## src/rtl/sld_pkg.sv

```systemverilog
// sld_pkg: constants, result codes and code point class tests for the
// script language detector. Depends on nothing.
package sld_pkg;

  localparam int MAX_CHARS_DEF = 4096;
  localparam int CP_W          = 16;
  localparam int LANG_W        = 3;
  localparam int TGT_W         = 3;

  localparam logic [LANG_W-1:0] LANG_OTHER    = 3'd0;
  localparam logic [LANG_W-1:0] LANG_JAPANESE = 3'd1;
  localparam logic [LANG_W-1:0] LANG_KOREAN   = 3'd2;
  localparam logic [LANG_W-1:0] LANG_RUSSIAN  = 3'd3;
  localparam logic [LANG_W-1:0] LANG_CHINESE  = 3'd4;

  localparam logic [TGT_W-1:0] TGT_LATIN   = 3'd0;
  localparam logic [TGT_W-1:0] TGT_CHINESE = 3'd1;
  localparam logic [TGT_W-1:0] TGT_JAPANESE = 3'd2;
  localparam logic [TGT_W-1:0] TGT_KOREAN  = 3'd3;
  localparam logic [TGT_W-1:0] TGT_RUSSIAN = 3'd4;

  function automatic logic in_rng(logic [CP_W-1:0] c, logic [CP_W-1:0] lo,
                                  logic [CP_W-1:0] hi);
    return (c >= lo) && (c <= hi);
  endfunction

  function automatic logic is_upper(logic [CP_W-1:0] c);
    return in_rng(c, 16'h0041, 16'h005A);
  endfunction

  function automatic logic is_lower(logic [CP_W-1:0] c);
    return in_rng(c, 16'h0061, 16'h007A);
  endfunction

  function automatic logic is_han(logic [CP_W-1:0] c);
    return in_rng(c, 16'h3400, 16'h4DBF) || in_rng(c, 16'h4E00, 16'h9FFF) ||
           in_rng(c, 16'hF900, 16'hFAFF);
  endfunction

  function automatic logic is_kana(logic [CP_W-1:0] c);
    return in_rng(c, 16'h3040, 16'h30FF) || in_rng(c, 16'h31F0, 16'h31FF);
  endfunction

  function automatic logic is_hangul(logic [CP_W-1:0] c);
    return in_rng(c, 16'hAC00, 16'hD7AF) || in_rng(c, 16'h1100, 16'h11FF);
  endfunction

  function automatic logic is_cyrillic(logic [CP_W-1:0] c);
    return in_rng(c, 16'h0400, 16'h04FF);
  endfunction

  function automatic logic is_latin_ext(logic [CP_W-1:0] c);
    return in_rng(c, 16'h00C0, 16'h024F);
  endfunction

  // digits and the path marks _ . / : \ -
  function automatic logic is_code_mark(logic [CP_W-1:0] c);
    return in_rng(c, 16'h0030, 16'h0039) || (c == 16'h005F) || (c == 16'h002E) ||
           (c == 16'h002F) || (c == 16'h003A) || (c == 16'h005C) || (c == 16'h002D);
  endfunction

endpackage

```

## src/rtl/sld_in_if.sv

```systemverilog
// sld_in_if: character stream channel, one code unit per beat.
// Depends on sld_pkg.
interface sld_in_if;
  logic                      valid;
  logic                      ready;
  logic [sld_pkg::CP_W-1:0]  code_point;
  logic                      last;

  modport source (output valid, output code_point, output last, input ready);
  modport sink (input valid, input code_point, input last, output ready);
endinterface

```

## src/rtl/sld_out_if.sv

```systemverilog
// sld_out_if: result channel, one detection result per beat.
// Depends on sld_pkg.
interface sld_out_if;
  logic                        valid;
  logic                        ready;
  logic [sld_pkg::LANG_W-1:0]  language;
  logic                        target_match;

  modport source (output valid, output language, output target_match, input ready);
  modport sink (input valid, input language, input target_match, output ready);
endinterface

```

## src/rtl/script_language_detector.sv

```systemverilog
// script_language_detector: per-text script counting and language decision.
// Depends on sld_pkg, sld_in_if and sld_out_if.
//
// channel   dir  payload                    beat
// char_in   in   code_point[15:0], last     one code unit
// result    out  language[2:0], target_match one result per text (on last)
// cfg       in   cfg_wdata[2:0]             target language, on cfg_we
//
// One code unit per cycle while no last beat waits on an occupied snapshot.
// Input register -> counter update -> snapshot of the final counts on last
// -> decision -> result register. Synchronous reset clears all counts, run
// state and the target. A stalled result holds the snapshot; non-last beats
// keep flowing until another last beat finds the snapshot still occupied.
module script_language_detector #(
  parameter int MAX_CHARS = sld_pkg::MAX_CHARS_DEF
) (
  input  logic                      clk,
  input  logic                      rst,
  sld_in_if.sink                    char_in,
  sld_out_if.source                 result,
  input  logic                      cfg_we,
  input  logic [sld_pkg::TGT_W-1:0] cfg_wdata
);

  localparam int CntW = $clog2(MAX_CHARS + 1);
  localparam logic [CntW-1:0] MaxC = CntW'(MAX_CHARS);

  typedef struct packed {
    logic [CntW-1:0] kana;
    logic [CntW-1:0] hangul;
    logic [CntW-1:0] han;
    logic [CntW-1:0] cyr;
    logic [CntW-1:0] latin;
    logic [CntW-1:0] pen;
  } counts_t;

  function automatic logic [CntW-1:0] sat_inc(logic [CntW-1:0] x);
    return (x == MaxC) ? x : x + CntW'(1);
  endfunction

  // input stage
  logic                      a_valid;
  logic [sld_pkg::CP_W-1:0]  a_cp;
  logic                      a_last;
  logic                      a_fire;

  // snapshot and result stages
  logic                      b_valid;
  counts_t                   snap;
  logic                      b_take;
  logic                      b_free;
  logic                      c_valid;
  logic [sld_pkg::LANG_W-1:0] c_lang;
  logic                      c_match;

  logic [sld_pkg::TGT_W-1:0] tgt;

  // running state
  counts_t                   cnt;
  logic                      run_active;
  logic [CntW-1:0]           run_total;
  logic [1:0]                run_upper;
  logic                      run_lower;
  logic                      run_code;
  logic                      run_han_bef;
  logic                      prev_han;

  counts_t                   cnt_next;
  logic                      run_active_next;
  logic [CntW-1:0]           run_total_next;
  logic [1:0]                run_upper_next;
  logic                      run_lower_next;
  logic                      run_code_next;
  logic                      run_han_bef_next;

  logic                      up, lo, letter, han, cmark, close_run, camel, pen_hit;
  logic [CntW:0]             pen_sum;

  assign b_take       = b_valid && (!c_valid || result.ready);
  assign b_free       = !b_valid || b_take;
  assign a_fire       = a_valid && (!a_last || b_free);
  assign char_in.ready = !a_valid || a_fire;

  always_comb begin
    up     = sld_pkg::is_upper(a_cp);
    lo     = sld_pkg::is_lower(a_cp);
    letter = up || lo;
    han    = sld_pkg::is_han(a_cp);
    cmark  = sld_pkg::is_code_mark(a_cp);

    run_active_next  = run_active;
    run_total_next   = run_total;
    run_upper_next   = run_upper;
    run_lower_next   = run_lower;
    run_code_next    = run_code;
    run_han_bef_next = run_han_bef;

    if (letter) begin
      if (!run_active) begin
        run_active_next  = 1'b1;
        run_total_next   = CntW'(1);
        run_upper_next   = up ? 2'd1 : 2'd0;
        run_lower_next   = lo;
        run_code_next    = 1'b0;
        run_han_bef_next = prev_han;
      end else begin
        run_total_next = sat_inc(run_total);
        if (up && run_upper != 2'd3) begin
          run_upper_next = run_upper + 2'd1;
        end
        if (lo) begin
          run_lower_next = 1'b1;
        end
      end
    end else if (run_active && cmark) begin
      run_code_next = 1'b1;
    end

    // run ends on a plain character, or is still open at end of text
    close_run = (run_active && !letter && !cmark) || (a_last && run_active_next);
    camel     = (run_upper_next >= 2'd2) && run_lower_next;
    pen_hit   = close_run && (camel || run_code_next || run_han_bef_next || han) &&
                (run_total_next > CntW'(2));
    pen_sum   = {1'b0, cnt.pen} + {1'b0, run_total_next - CntW'(2)};
    if (close_run) begin
      run_active_next = 1'b0;
    end

    cnt_next = cnt;
    if (pen_hit) begin
      cnt_next.pen = (pen_sum > {1'b0, MaxC}) ? MaxC : pen_sum[CntW-1:0];
    end
    if (sld_pkg::is_kana(a_cp)) begin
      cnt_next.kana = sat_inc(cnt.kana);
    end else if (sld_pkg::is_hangul(a_cp)) begin
      cnt_next.hangul = sat_inc(cnt.hangul);
    end else if (han) begin
      cnt_next.han = sat_inc(cnt.han);
    end else if (sld_pkg::is_cyrillic(a_cp)) begin
      cnt_next.cyr = sat_inc(cnt.cyr);
    end else if (letter || sld_pkg::is_latin_ext(a_cp)) begin
      cnt_next.latin = sat_inc(cnt.latin);
    end
  end

  // decision on the snapshot
  logic [CntW+3:0]           kana12;
  logic [CntW+1:0]           han3;
  logic [CntW-1:0]           evid;
  logic [CntW+1:0]           cjk;
  logic [CntW+2:0]           cjk2;
  logic [CntW+2:0]           letters;
  logic                      lone_latin;
  logic [sld_pkg::LANG_W-1:0] lang_next;
  logic                      match_next;

  always_comb begin
    kana12  = {1'b0, snap.kana, 3'b000} + {2'b00, snap.kana, 2'b00};
    han3    = {1'b0, snap.han, 1'b0} + {2'b00, snap.han};
    evid    = (snap.latin > snap.pen) ? snap.latin - snap.pen : '0;
    cjk     = {2'b00, snap.han} + {2'b00, snap.kana} + {2'b00, snap.hangul};
    cjk2    = {cjk, 1'b0};
    letters = {1'b0, cjk} + {3'b000, snap.latin} + {3'b000, snap.cyr};
    lone_latin = (letters == (CntW+3)'(1)) && (snap.latin == CntW'(1));

    if (snap.kana != '0 && kana12 >= {4'b0000, snap.han}) begin
      lang_next = sld_pkg::LANG_JAPANESE;
    end else if (snap.hangul != '0) begin
      lang_next = sld_pkg::LANG_KOREAN;
    end else if (snap.cyr > snap.latin && snap.cyr >= CntW'(2)) begin
      lang_next = sld_pkg::LANG_RUSSIAN;
    end else if (snap.han >= CntW'(2) && han3 >= {2'b00, evid}) begin
      lang_next = sld_pkg::LANG_CHINESE;
    end else begin
      lang_next = sld_pkg::LANG_OTHER;
    end

    if (tgt == sld_pkg::TGT_LATIN) begin
      match_next = !(cjk != '0 && cjk2 >= {3'b000, snap.latin});
    end else if (letters == '0) begin
      match_next = 1'b1;
    end else begin
      unique case (tgt)
        sld_pkg::TGT_CHINESE:  match_next = snap.han != '0 || lone_latin;
        sld_pkg::TGT_JAPANESE: match_next = snap.kana != '0 || snap.han != '0 || lone_latin;
        sld_pkg::TGT_KOREAN:   match_next = snap.hangul != '0 || lone_latin;
        sld_pkg::TGT_RUSSIAN:  match_next = snap.cyr != '0 || lone_latin;
        default:               match_next = 1'b1;
      endcase
    end
  end

  always_ff @(posedge clk) begin
    if (rst) begin
      a_valid     <= 1'b0;
      b_valid     <= 1'b0;
      c_valid     <= 1'b0;
      tgt         <= sld_pkg::TGT_LATIN;
      cnt         <= '0;
      run_active  <= 1'b0;
      run_total   <= '0;
      run_upper   <= '0;
      run_lower   <= 1'b0;
      run_code    <= 1'b0;
      run_han_bef <= 1'b0;
      prev_han    <= 1'b0;
    end else begin
      if (cfg_we) begin
        tgt <= cfg_wdata;
      end
      if (char_in.ready) begin
        a_valid <= char_in.valid;
      end
      if (a_fire) begin
        if (a_last) begin
          cnt         <= '0;
          run_active  <= 1'b0;
          run_total   <= '0;
          run_upper   <= '0;
          run_lower   <= 1'b0;
          run_code    <= 1'b0;
          run_han_bef <= 1'b0;
          prev_han    <= 1'b0;
        end else begin
          cnt         <= cnt_next;
          run_active  <= run_active_next;
          run_total   <= run_total_next;
          run_upper   <= run_upper_next;
          run_lower   <= run_lower_next;
          run_code    <= run_code_next;
          run_han_bef <= run_han_bef_next;
          prev_han    <= han;
        end
      end
      if (a_fire && a_last) begin
        b_valid <= 1'b1;
      end else if (b_take) begin
        b_valid <= 1'b0;
      end
      if (b_take) begin
        c_valid <= 1'b1;
      end else if (result.ready) begin
        c_valid <= 1'b0;
      end
    end
  end

  always_ff @(posedge clk) begin
    if (char_in.ready) begin
      a_cp   <= char_in.code_point;
      a_last <= char_in.last;
    end
    if (a_fire && a_last) begin
      snap <= cnt_next;
    end
    if (b_take) begin
      c_lang  <= lang_next;
      c_match <= match_next;
    end
  end

  assign result.valid        = c_valid;
  assign result.language     = c_lang;
  assign result.target_match = c_match;

`ifndef SYNTHESIS
  a_result_from_snapshot: assert property (@(posedge clk) disable iff (rst)
    $rose(c_valid) |-> $past(b_valid))
    else $error("result raised without a snapshot");

  a_clear_after_last: assert property (@(posedge clk) disable iff (rst)
    (a_fire && a_last) |=> (cnt == '0 && !run_active && !prev_han))
    else $error("state not cleared after end of text");

  a_counts_bounded: assert property (@(posedge clk) disable iff (rst)
    (cnt.kana <= MaxC && cnt.han <= MaxC && cnt.latin <= MaxC &&
     cnt.pen <= MaxC && run_total <= MaxC))
    else $error("counter beyond saturation limit");

  a_stall_keeps_state: assert property (@(posedge clk) disable iff (rst)
    (a_valid && !a_fire && !cfg_we) |=> ($stable(cnt) && $stable(run_total)))
    else $error("state changed on a held beat");
`endif

endmodule

```

## src/flat_wrapper.sv

```systemverilog
// flat-port wrapper written by rule: the top's interface ports become plain ports
module script_language_detector_flat 
#(
  parameter int MAX_CHARS = sld_pkg::MAX_CHARS_DEF
)
  (clk, rst, cfg_we, cfg_wdata, char_in_valid, char_in_code_point, char_in_last, char_in_ready, result_valid, result_language, result_target_match, result_ready);
  sld_in_if char_in_i ();
  sld_out_if result_i ();
  input  logic clk;
  input  logic rst;
  input  logic cfg_we;
  input  logic [sld_pkg::TGT_W-1:0] cfg_wdata;
  input wire logic [$bits(char_in_i.valid)-1:0] char_in_valid;
  input wire logic [$bits(char_in_i.code_point)-1:0] char_in_code_point;
  input wire logic [$bits(char_in_i.last)-1:0] char_in_last;
  output wire logic [$bits(char_in_i.ready)-1:0] char_in_ready;
  output wire logic [$bits(result_i.valid)-1:0] result_valid;
  output wire logic [$bits(result_i.language)-1:0] result_language;
  output wire logic [$bits(result_i.target_match)-1:0] result_target_match;
  input wire logic [$bits(result_i.ready)-1:0] result_ready;
  assign char_in_i.valid = char_in_valid;
  assign char_in_i.code_point = char_in_code_point;
  assign char_in_i.last = char_in_last;
  assign char_in_ready = char_in_i.ready;
  assign result_valid = result_i.valid;
  assign result_language = result_i.language;
  assign result_target_match = result_i.target_match;
  assign result_i.ready = result_ready;
  script_language_detector #(.MAX_CHARS(MAX_CHARS)) u_core (.clk(clk), .rst(rst), .char_in(char_in_i), .result(result_i), .cfg_we(cfg_we), .cfg_wdata(cfg_wdata));
endmodule
```

## config.mk

```make
export PLATFORM = sky130hd
export DESIGN_NAME = script_language_detector_flat
export DESIGN_NICKNAME = d
export VERILOG_FILES = /design/src/rtl/sld_pkg.sv /design/src/rtl/sld_in_if.sv /design/src/rtl/sld_out_if.sv /design/src/rtl/script_language_detector.sv /design/src/flat_wrapper.sv
export SDC_FILE = /design/constraint.sdc
export NUM_CORES = 1
export LEC_CHECK = 0
export ABC_AREA = 1
export BUFFER_PORTS_ARGS = -buffer_cell sky130_fd_sc_hd__buf_2
export CAP_MARGIN = 20
export CORE_ASPECT_RATIO = 1.75
export CORE_MARGIN = 8
export CORE_UTILIZATION = 59
export DETAILED_ROUTE_END_ITERATION = 8
export PLACE_DENSITY_LB_ADDON = 0.25
export SLEW_MARGIN = 10
export SYNTH_ARGS = -nofsm -noshare
export SYNTH_HDL_FRONTEND = slang
export SYNTH_SLANG_ARGS = --single-unit
```

## constraint.sdc

```tcl
create_clock -name clk -period 4.44 [get_ports clk]
set_input_delay 0.444 -clock clk [delete_from_list [all_inputs] [get_ports clk]]
set_output_delay 0.444 -clock clk [all_outputs]
set_load 0.05 [all_outputs]
```

== After elaboration in Yosys (flattened, before gate mapping) ==
Index checks and enable logic that the tools add are counted.

* Logic and storage cells: 219
* Bits in registers: 203
* Bits of input ports: 25

* Eq/ne operators: 19
* $add $sub $neg: 16
* Muxes and demuxes: 52
* Magnitude comparators: 34
* Reduce and logical (&&, ||, !) cells: 70

{| class="wikitable"
|+ Operators by type and width
! kind !! count
|-
| 13-bit two-way mux || 18
|-
| 13-bit by 1-bit adder with 13-bit output (second input constant) || 6
|-
| 13-bit == test (second input constant) || 6
|-
| 78-bit two-way mux || 1
|-
| 16-bit by 6-bit == test with 1-bit output (second input constant) || 4
|-
| 52-bit two-way mux || 1
|-
| 13-bit nonzero test || 4
|-
| 16-bit by 14-bit >= comparator with 1-bit output (second input constant) || 3
|-
| 16-bit less-or-equal comparator (second input constant) || 3
|-
| 39-bit two-way mux || 1
|-
| 16-bit by 7-bit == test with 1-bit output (second input constant) || 2
|-
| 16-bit >= comparator (second input constant) || 2
|-
| 16-bit by 7-bit >= comparator with 1-bit output (second input constant) || 2
|-
| 16-bit by 14-bit less-or-equal comparator with 1-bit output (second input constant) || 2
|-
| 16-bit by 7-bit less-or-equal comparator with 1-bit output (second input constant) || 2
|-
| 13-bit by 13-bit adder with 14-bit output || 2
|-
| 1-bit logical AND || 28
|-
| 13-bit by 2-bit >= comparator with 1-bit output (second input constant) || 2
|-
| 13-bit > comparator || 2
|-
| 26-bit two-way mux || 1
|-
| 1-bit logical OR || 25
|-
| 1-bit two-way mux || 22
|-
| 16-bit by 15-bit adder with 17-bit output || 1
|-
| 17-bit by 13-bit >= comparator with 1-bit output || 1
|-
| other kinds (37) || 50
|}

== Logic depth before layout (Yosys ltp) ==
* Depth in word-level cells: 18
* Gate-level depth with buffers: 36
* Mapped depth without buffers: 34

== Worst setup path before layout ==
No wires, ideal clock.

* Path type: reg-to-reg
* Start point: reg u_core.snap[40] (netlist name)
* End point: reg u_core.c_match, in the netlist u_core.result.target_match, data pin
* Setup slack: -0.236 ns
* Required time: 4.310 ns
* Buffers on the path: 0
* Arrival: 4.546 ns
* Cell stages (with the launch flop): 28
* Path through: edfxtp_1 -> inv_1 -> fa_1 -> o21ai_0 -> xnor2_1 -> inv_1 -> ha_1 -> nand2_1 -> inv_1 -> a21oi_1 -> o21ai_0 -> a21boi_0 -> o21ai_0 -> xor2_1 -> fa_1 -> inv_1 -> ha_1 -> nor4_1 -> nand2_1 -> nor4_1 -> nand3_1 -> nor2_1 -> nand4_1 -> nor2_1 -> nand3_1 -> nand2_1 -> nand2_1 -> nand2_1

* Cells in the longest elaborated chain, start to end: 10

{| class="wikitable"
|+ RTL lines
! what !! line !! source
|-
| start, declared || script_language_detector.sv:49 || <nowiki>counts_t snap;</nowiki>
|-
| start signal, assigned || script_language_detector.sv:254 || <nowiki>snap <= cnt_next;</nowiki>
|-
| 13-bit by 13-bit adder with 14-bit output || script_language_detector.sv:161 || <nowiki>cjk = {2'b00, snap.han} + {2'b00, snap.kana} + {2'b00, snap.hangul};</nowiki>
|-
| 15-bit by 13-bit adder with 15-bit output || script_language_detector.sv:161 ||
|-
| 15-bit by 13-bit adder with 16-bit output || script_language_detector.sv:163 || <nowiki>letters = {1'b0, cjk} + {3'b000, snap.latin} + {3'b000, snap.cyr};</nowiki>
|-
| 16-bit by 13-bit adder with 16-bit output || script_language_detector.sv:163 ||
|-
| 16-bit by 1-bit == test with 1-bit output || script_language_detector.sv:164 || <nowiki>lone_latin = (letters == (CntW+3)'(1)) && (snap.latin == CntW'(1));</nowiki>
|-
| 1-bit logical AND || script_language_detector.sv:164 ||
|-
| 1-bit logical OR (on tied branches) || n/a ||
|-
| 1-bit one-hot mux with 4 select lines || script_language_detector.sv:183 || <nowiki>unique case (tgt)</nowiki>
|-
| 1-bit two-way mux || script_language_detector.sv:180 || <nowiki>end else if (letters == '0) begin</nowiki>
|-
| 1-bit two-way mux * || script_language_detector.sv:178 || <nowiki>if (tgt == sld_pkg::TGT_LATIN) begin</nowiki>
|-
| via u_core.match_next || script_language_detector.sv:155 || <nowiki>logic match_next;</nowiki>
|-
| end signal, assigned || script_language_detector.sv:258 || <nowiki>c_match <= match_next;</nowiki>
|-
| end, declared || script_language_detector.sv:54 || <nowiki>logic c_match;</nowiki>
|}

Mark *: on every way through the listed nets, which the timed path passes. The rest lies on a longest branch.
A chain may end at the register's enable or synchronous reset.

== Worst setup path in the final report ==
Same ends and word-level chain as after synthesis.

==> impl_summary.txt <==
----------------------------------------------------
[Pwr]
  Leakage power figure ... 9.25 nW
  Worst voltage drop across the vdd grid ... 0.326 mV
  P per Cell Area ... 222 nW/µm²

[CTS]
  Number of levels the H-tree was split into ... 1
  Clock root buffer ... sky130_fd_sc_hd__clkbuf_16
  Insertion delay of the later-clocked pin in the worst-skew pair ... ~0.53 ns
  TritonCTS buffer count ... 23
  Clock transition at the register clock pins on the worst setup and hold paths after CTS ... roughly 0.08 ns
  Clock sink count ... 203
  Clock tree from TritonCTS ... built
  Number of buffers on the longest clock path ... 3

[Logic synthesis]
  Area fraction of the dominant cell type after synthesis ... 0.178
  Fraction of synthesized area in multiplexers ... 0.000601
  Yosys warning total ... 0
  Post-synth cell types ... 60
  FFs w/ async S/R, synth ... 0
  Count of state elements after synthesis ... 203
  Simple-gate share of the synthesized area ... 0.277
  Adder-cell share of the synthesized area ... 0.157
  Top flip-flop cell by instance count after synthesis ... sky130_fd_sc_hd__dfxtp_1
  Largest cells by area after synthesis ... sky130_fd_sc_hd__edfxtp_1 (18%), sky130_fd_sc_hd__ha_1 (13%), sky130_fd_sc_hd__nand2_1 (13%)
  Count of flip-flops with a built-in enable after synthesis ... 99
  Synthesized net count ... 2,509
  XOR/XNOR share of the synthesized area ... 0.0625
  Share of the yosys chip area belonging to registers ... 0.303
  Syn Inst Count ... 2,287
  Area fraction in compound gates after synthesis ... 0.103
  Main combinational cell family by area after synthesis ... simple AND/OR/NAND/NOR gates
  Total standard cell area after synthesis ... 16,700 µm²
  Mean instance size in the synthesized netlist ... 7.29 µm²
  Yosys top cell by area ... sky130_fd_sc_hd__edfxtp_1

[Timing]
  Crit share post-route ... 1.06
  Min cycle time layout ... 4.71 ns
  Smallest setup slack after layout ... -0.268 ns
  Max-slew violation total from the final report ... 0
  Total setup violations reported at the end of the flow ... 1
  Worst hold-check slack ... 0.0944 ns
  Maximum clock frequency ... about 210 MHz
  Number of failing hold endpoints at the final stage ... 0
  Relative slew slack ... 0.493
  Transition time of the tightest slew-check pin ... 0.754 ns
  Setup clock skew after layout ... between 0.02 and 0.025 ns
  Unrepaired setup endpoints after global routing ... yes

[Worst setup path]
  Max FO, Critical Path ... 4
  Category of the critical setup timing path ... reg2reg
  Family with the most delay on the worst path ... adder cells
  CP most frequent cell ... sky130_fd_sc_hd__nand2_1
  Combined buffer and inverter count along the critical path ... 4
  RR Startpoint ... u_core.snap[40]
  Cell type of the slowest stage on the worst timing path ... sky130_fd_sc_hd__fa_1
  CP Launch Type ... register
  Required time reported for the critical path endpoint ... 4.73 ns
  Critical path data arrival time ... 5.00 ns
  Largest incremental delay on the critical path ... 0.48 ns
  Startpoint of the most critical setup path ... u_core.snap[40]
  Endpoint class of the critical path ... register

[Placement]
  Half-perimeter wire length after placement ... 35,300 µm
  Total of buffers placed on input and output ports ... 30
  Placed instance count ... around 2,800
  Standard cell area after detailed placement ... 18,400 µm²
  Last weighted congestion value of the routability-driven placer ... just over 1

[Hold path]
  Hold wc startpoint ... char_in_code_point[15]
  Hold Crit Class ... in2reg

[Routing]
  Number of nets still failing antenna checks after routing ... 0
  Final routed wirelength across all metal layers ... between 40,000 and 50,000 µm
  Detailed router's first-iteration violation count ... 710
  Router iterations before antenna repair ... 5
  Via count ... about 16,000
  Detailed-route vias per instance ... 5.45
  DRC violations left ... 0
  Routed WL per cell ... 15.9 µm

[Finish]
  Most common library cell in the layout ignoring fill and taps ... sky130_fd_sc_hd__nand2_1
  Area growth, synth to finish ... 19.8%
  Post-Layout Inst Area ... 20,000 µm²
  Fraction of final layout cells sized beyond drive strength 1 ... 0.180
  Number of cells in the finished layout apart from fillers ... 2,886
  Filler cell count ... 2,285
  Ant diodes ... 0
  Number of nets in the layout ... around 2,700
  Highest-count cells in the layout ignoring fill and taps ... sky130_fd_sc_hd__nand2_1 (535), sky130_fd_sc_hd__inv_1 (357), sky130_fd_sc_hd__buf_4 (196)

[Die]
  Area of the core region ... roughly 28,000 µm²
  Effective utilization at floorplan ... 0.598
  Die outline area ... 34,100 µm²
  Horizontal die dimension ... 143 µm
  Top Ports ... 31
  Floorplan die height ... 238 µm
  # rows ... 81

[Status]
  Status ... finished, violations left
  Failing checks ... setup timing

[Global routing]
  Largest net degree at the start of global routing ... 59
  All-layer global routing usage ... 0.264
  Antenna violations before repair ... 0
  Global-route congestion overflow total ... 0
  Wire length of the first global-routing pass ... between 70,000 and 80,000 µm
  Via count of the first global-routing pass ... around 16,000

[Flow run]
  Max cap viols ... 0

----------------------------------------------------
-- final cells by class --
| type | instances | area, µm² | share of cell area |
|---|---|---|---|
| tap | 373 | 467 | 0.0234 |
| inverter | 372 | 1400 | 0.0700 |
| clock inverter | 12 | 72.6 | 0.00363 |
| sequential | 203 | 5050 | 0.253 |
| timing repair buffer | 229 | 1660 | 0.0832 |
| multi-input combinational | 1668 | 10700 | 0.536 |
| clock buffer | 29 | 608 | 0.0304 |
-- metal layers --
layer / routed length, µm / track usage
met5: 0 / 0
met4: 3480 / 0.196
met3: 1640 / 0.0322
met2: 24100 / 0.493
met1: 16700 / 0.260
-- cells by family (layout without fill, tap and decap cells) --
group	Yosys count	in the layout
adder cells (fa/ha/maj)	197	197
multiplexers	1	1
flip-flops	203	203
AO/OA/AOI/OAI	314	314
XOR/XNOR	119	119
AND/OR/NAND/NOR	1036	1037
buffers and inverters	417	642
-- final timing paths --
kind	to	slack (ns)	cells after the start
setup / recovery	u_core.result.target_match	-0.27	27
hold reg to reg	u_core.prev_han	0.47	2
setup reg to reg	u_core.result.target_match	-0.27	27
hold / removal	u_core.a_cp[15]	0.09	1
-- synth_stat cells, types with 11 or more instances --
cell type / number
sky130_fd_sc_hd__nand2_1: 577
sky130_fd_sc_hd__inv_1: 368
sky130_fd_sc_hd__a21oi_1: 201
sky130_fd_sc_hd__ha_1: 177
sky130_fd_sc_hd__nor2_1: 141
sky130_fd_sc_hd__nand3_1: 140
sky130_fd_sc_hd__dfxtp_1: 104
sky130_fd_sc_hd__edfxtp_1: 99
sky130_fd_sc_hd__xor2_1: 87
sky130_fd_sc_hd__o21ai_0: 59
sky130_fd_sc_hd__nand4_1: 51
sky130_fd_sc_hd__nor3_1: 34
sky130_fd_sc_hd__clkbuf_1: 33
sky130_fd_sc_hd__xnor2_1: 32
sky130_fd_sc_hd__fa_1: 20
sky130_fd_sc_hd__nor4_1: 19
sky130_fd_sc_hd__and2_1: 13
sky130_fd_sc_hd__nand2_2: 11
sky130_fd_sc_hd__or2_2: 11
-- registers in the layout, summed over array words and instances, names as in the netlist --
signal,count
u_core.run_total,13
u_core.run_lower,1
u_core.run_han_bef,1
u_core.run_code,1
u_core.cnt,78
u_core.result.target_match,1
u_core.a_valid,1
u_core.tgt,3
u_core.snap,78
u_core.run_upper,2
u_core.result.valid,1
u_core.a_last,1
u_core.b_valid,1
u_core.prev_han,1
u_core.result.language,3
u_core.run_active,1
u_core.a_cp,16
-- per-stage QoR --
stage | worst slack [ns] | util | power (mW) | TNS (ns)
global placement | -0.280 | 0.660 | 2.64 | -0.862
global route | -0.611 | 0.717 | 4.60 | -4.17
detailed placement | -0.436 | 0.660 | 2.66 | -1.95
CTS | -0.265 | 0.687 | 4.43 | -0.273
floorplan | 0.0109 | - | 2.42 | 0
finish | -0.268 | 0.717 | 4.43 | -0.268
-- power by group --
group          internal, mW  switching [mW]
Combinational         0.262           0.380
Clock                 0.978           0.792
Sequential             1.99          0.0265
Total                  3.23            1.20
-- repair_timing --
item | in CTS | in global routing
cloned | 0 | 1
hold buffers | 0 | 0
pin swaps | 6 | 76
resized for setup | 16 | 156
setup endpoints to repair | 26 | 28
setup buffers | 2 | 25
Note: power is estimated with default switching activity, not from simulation.
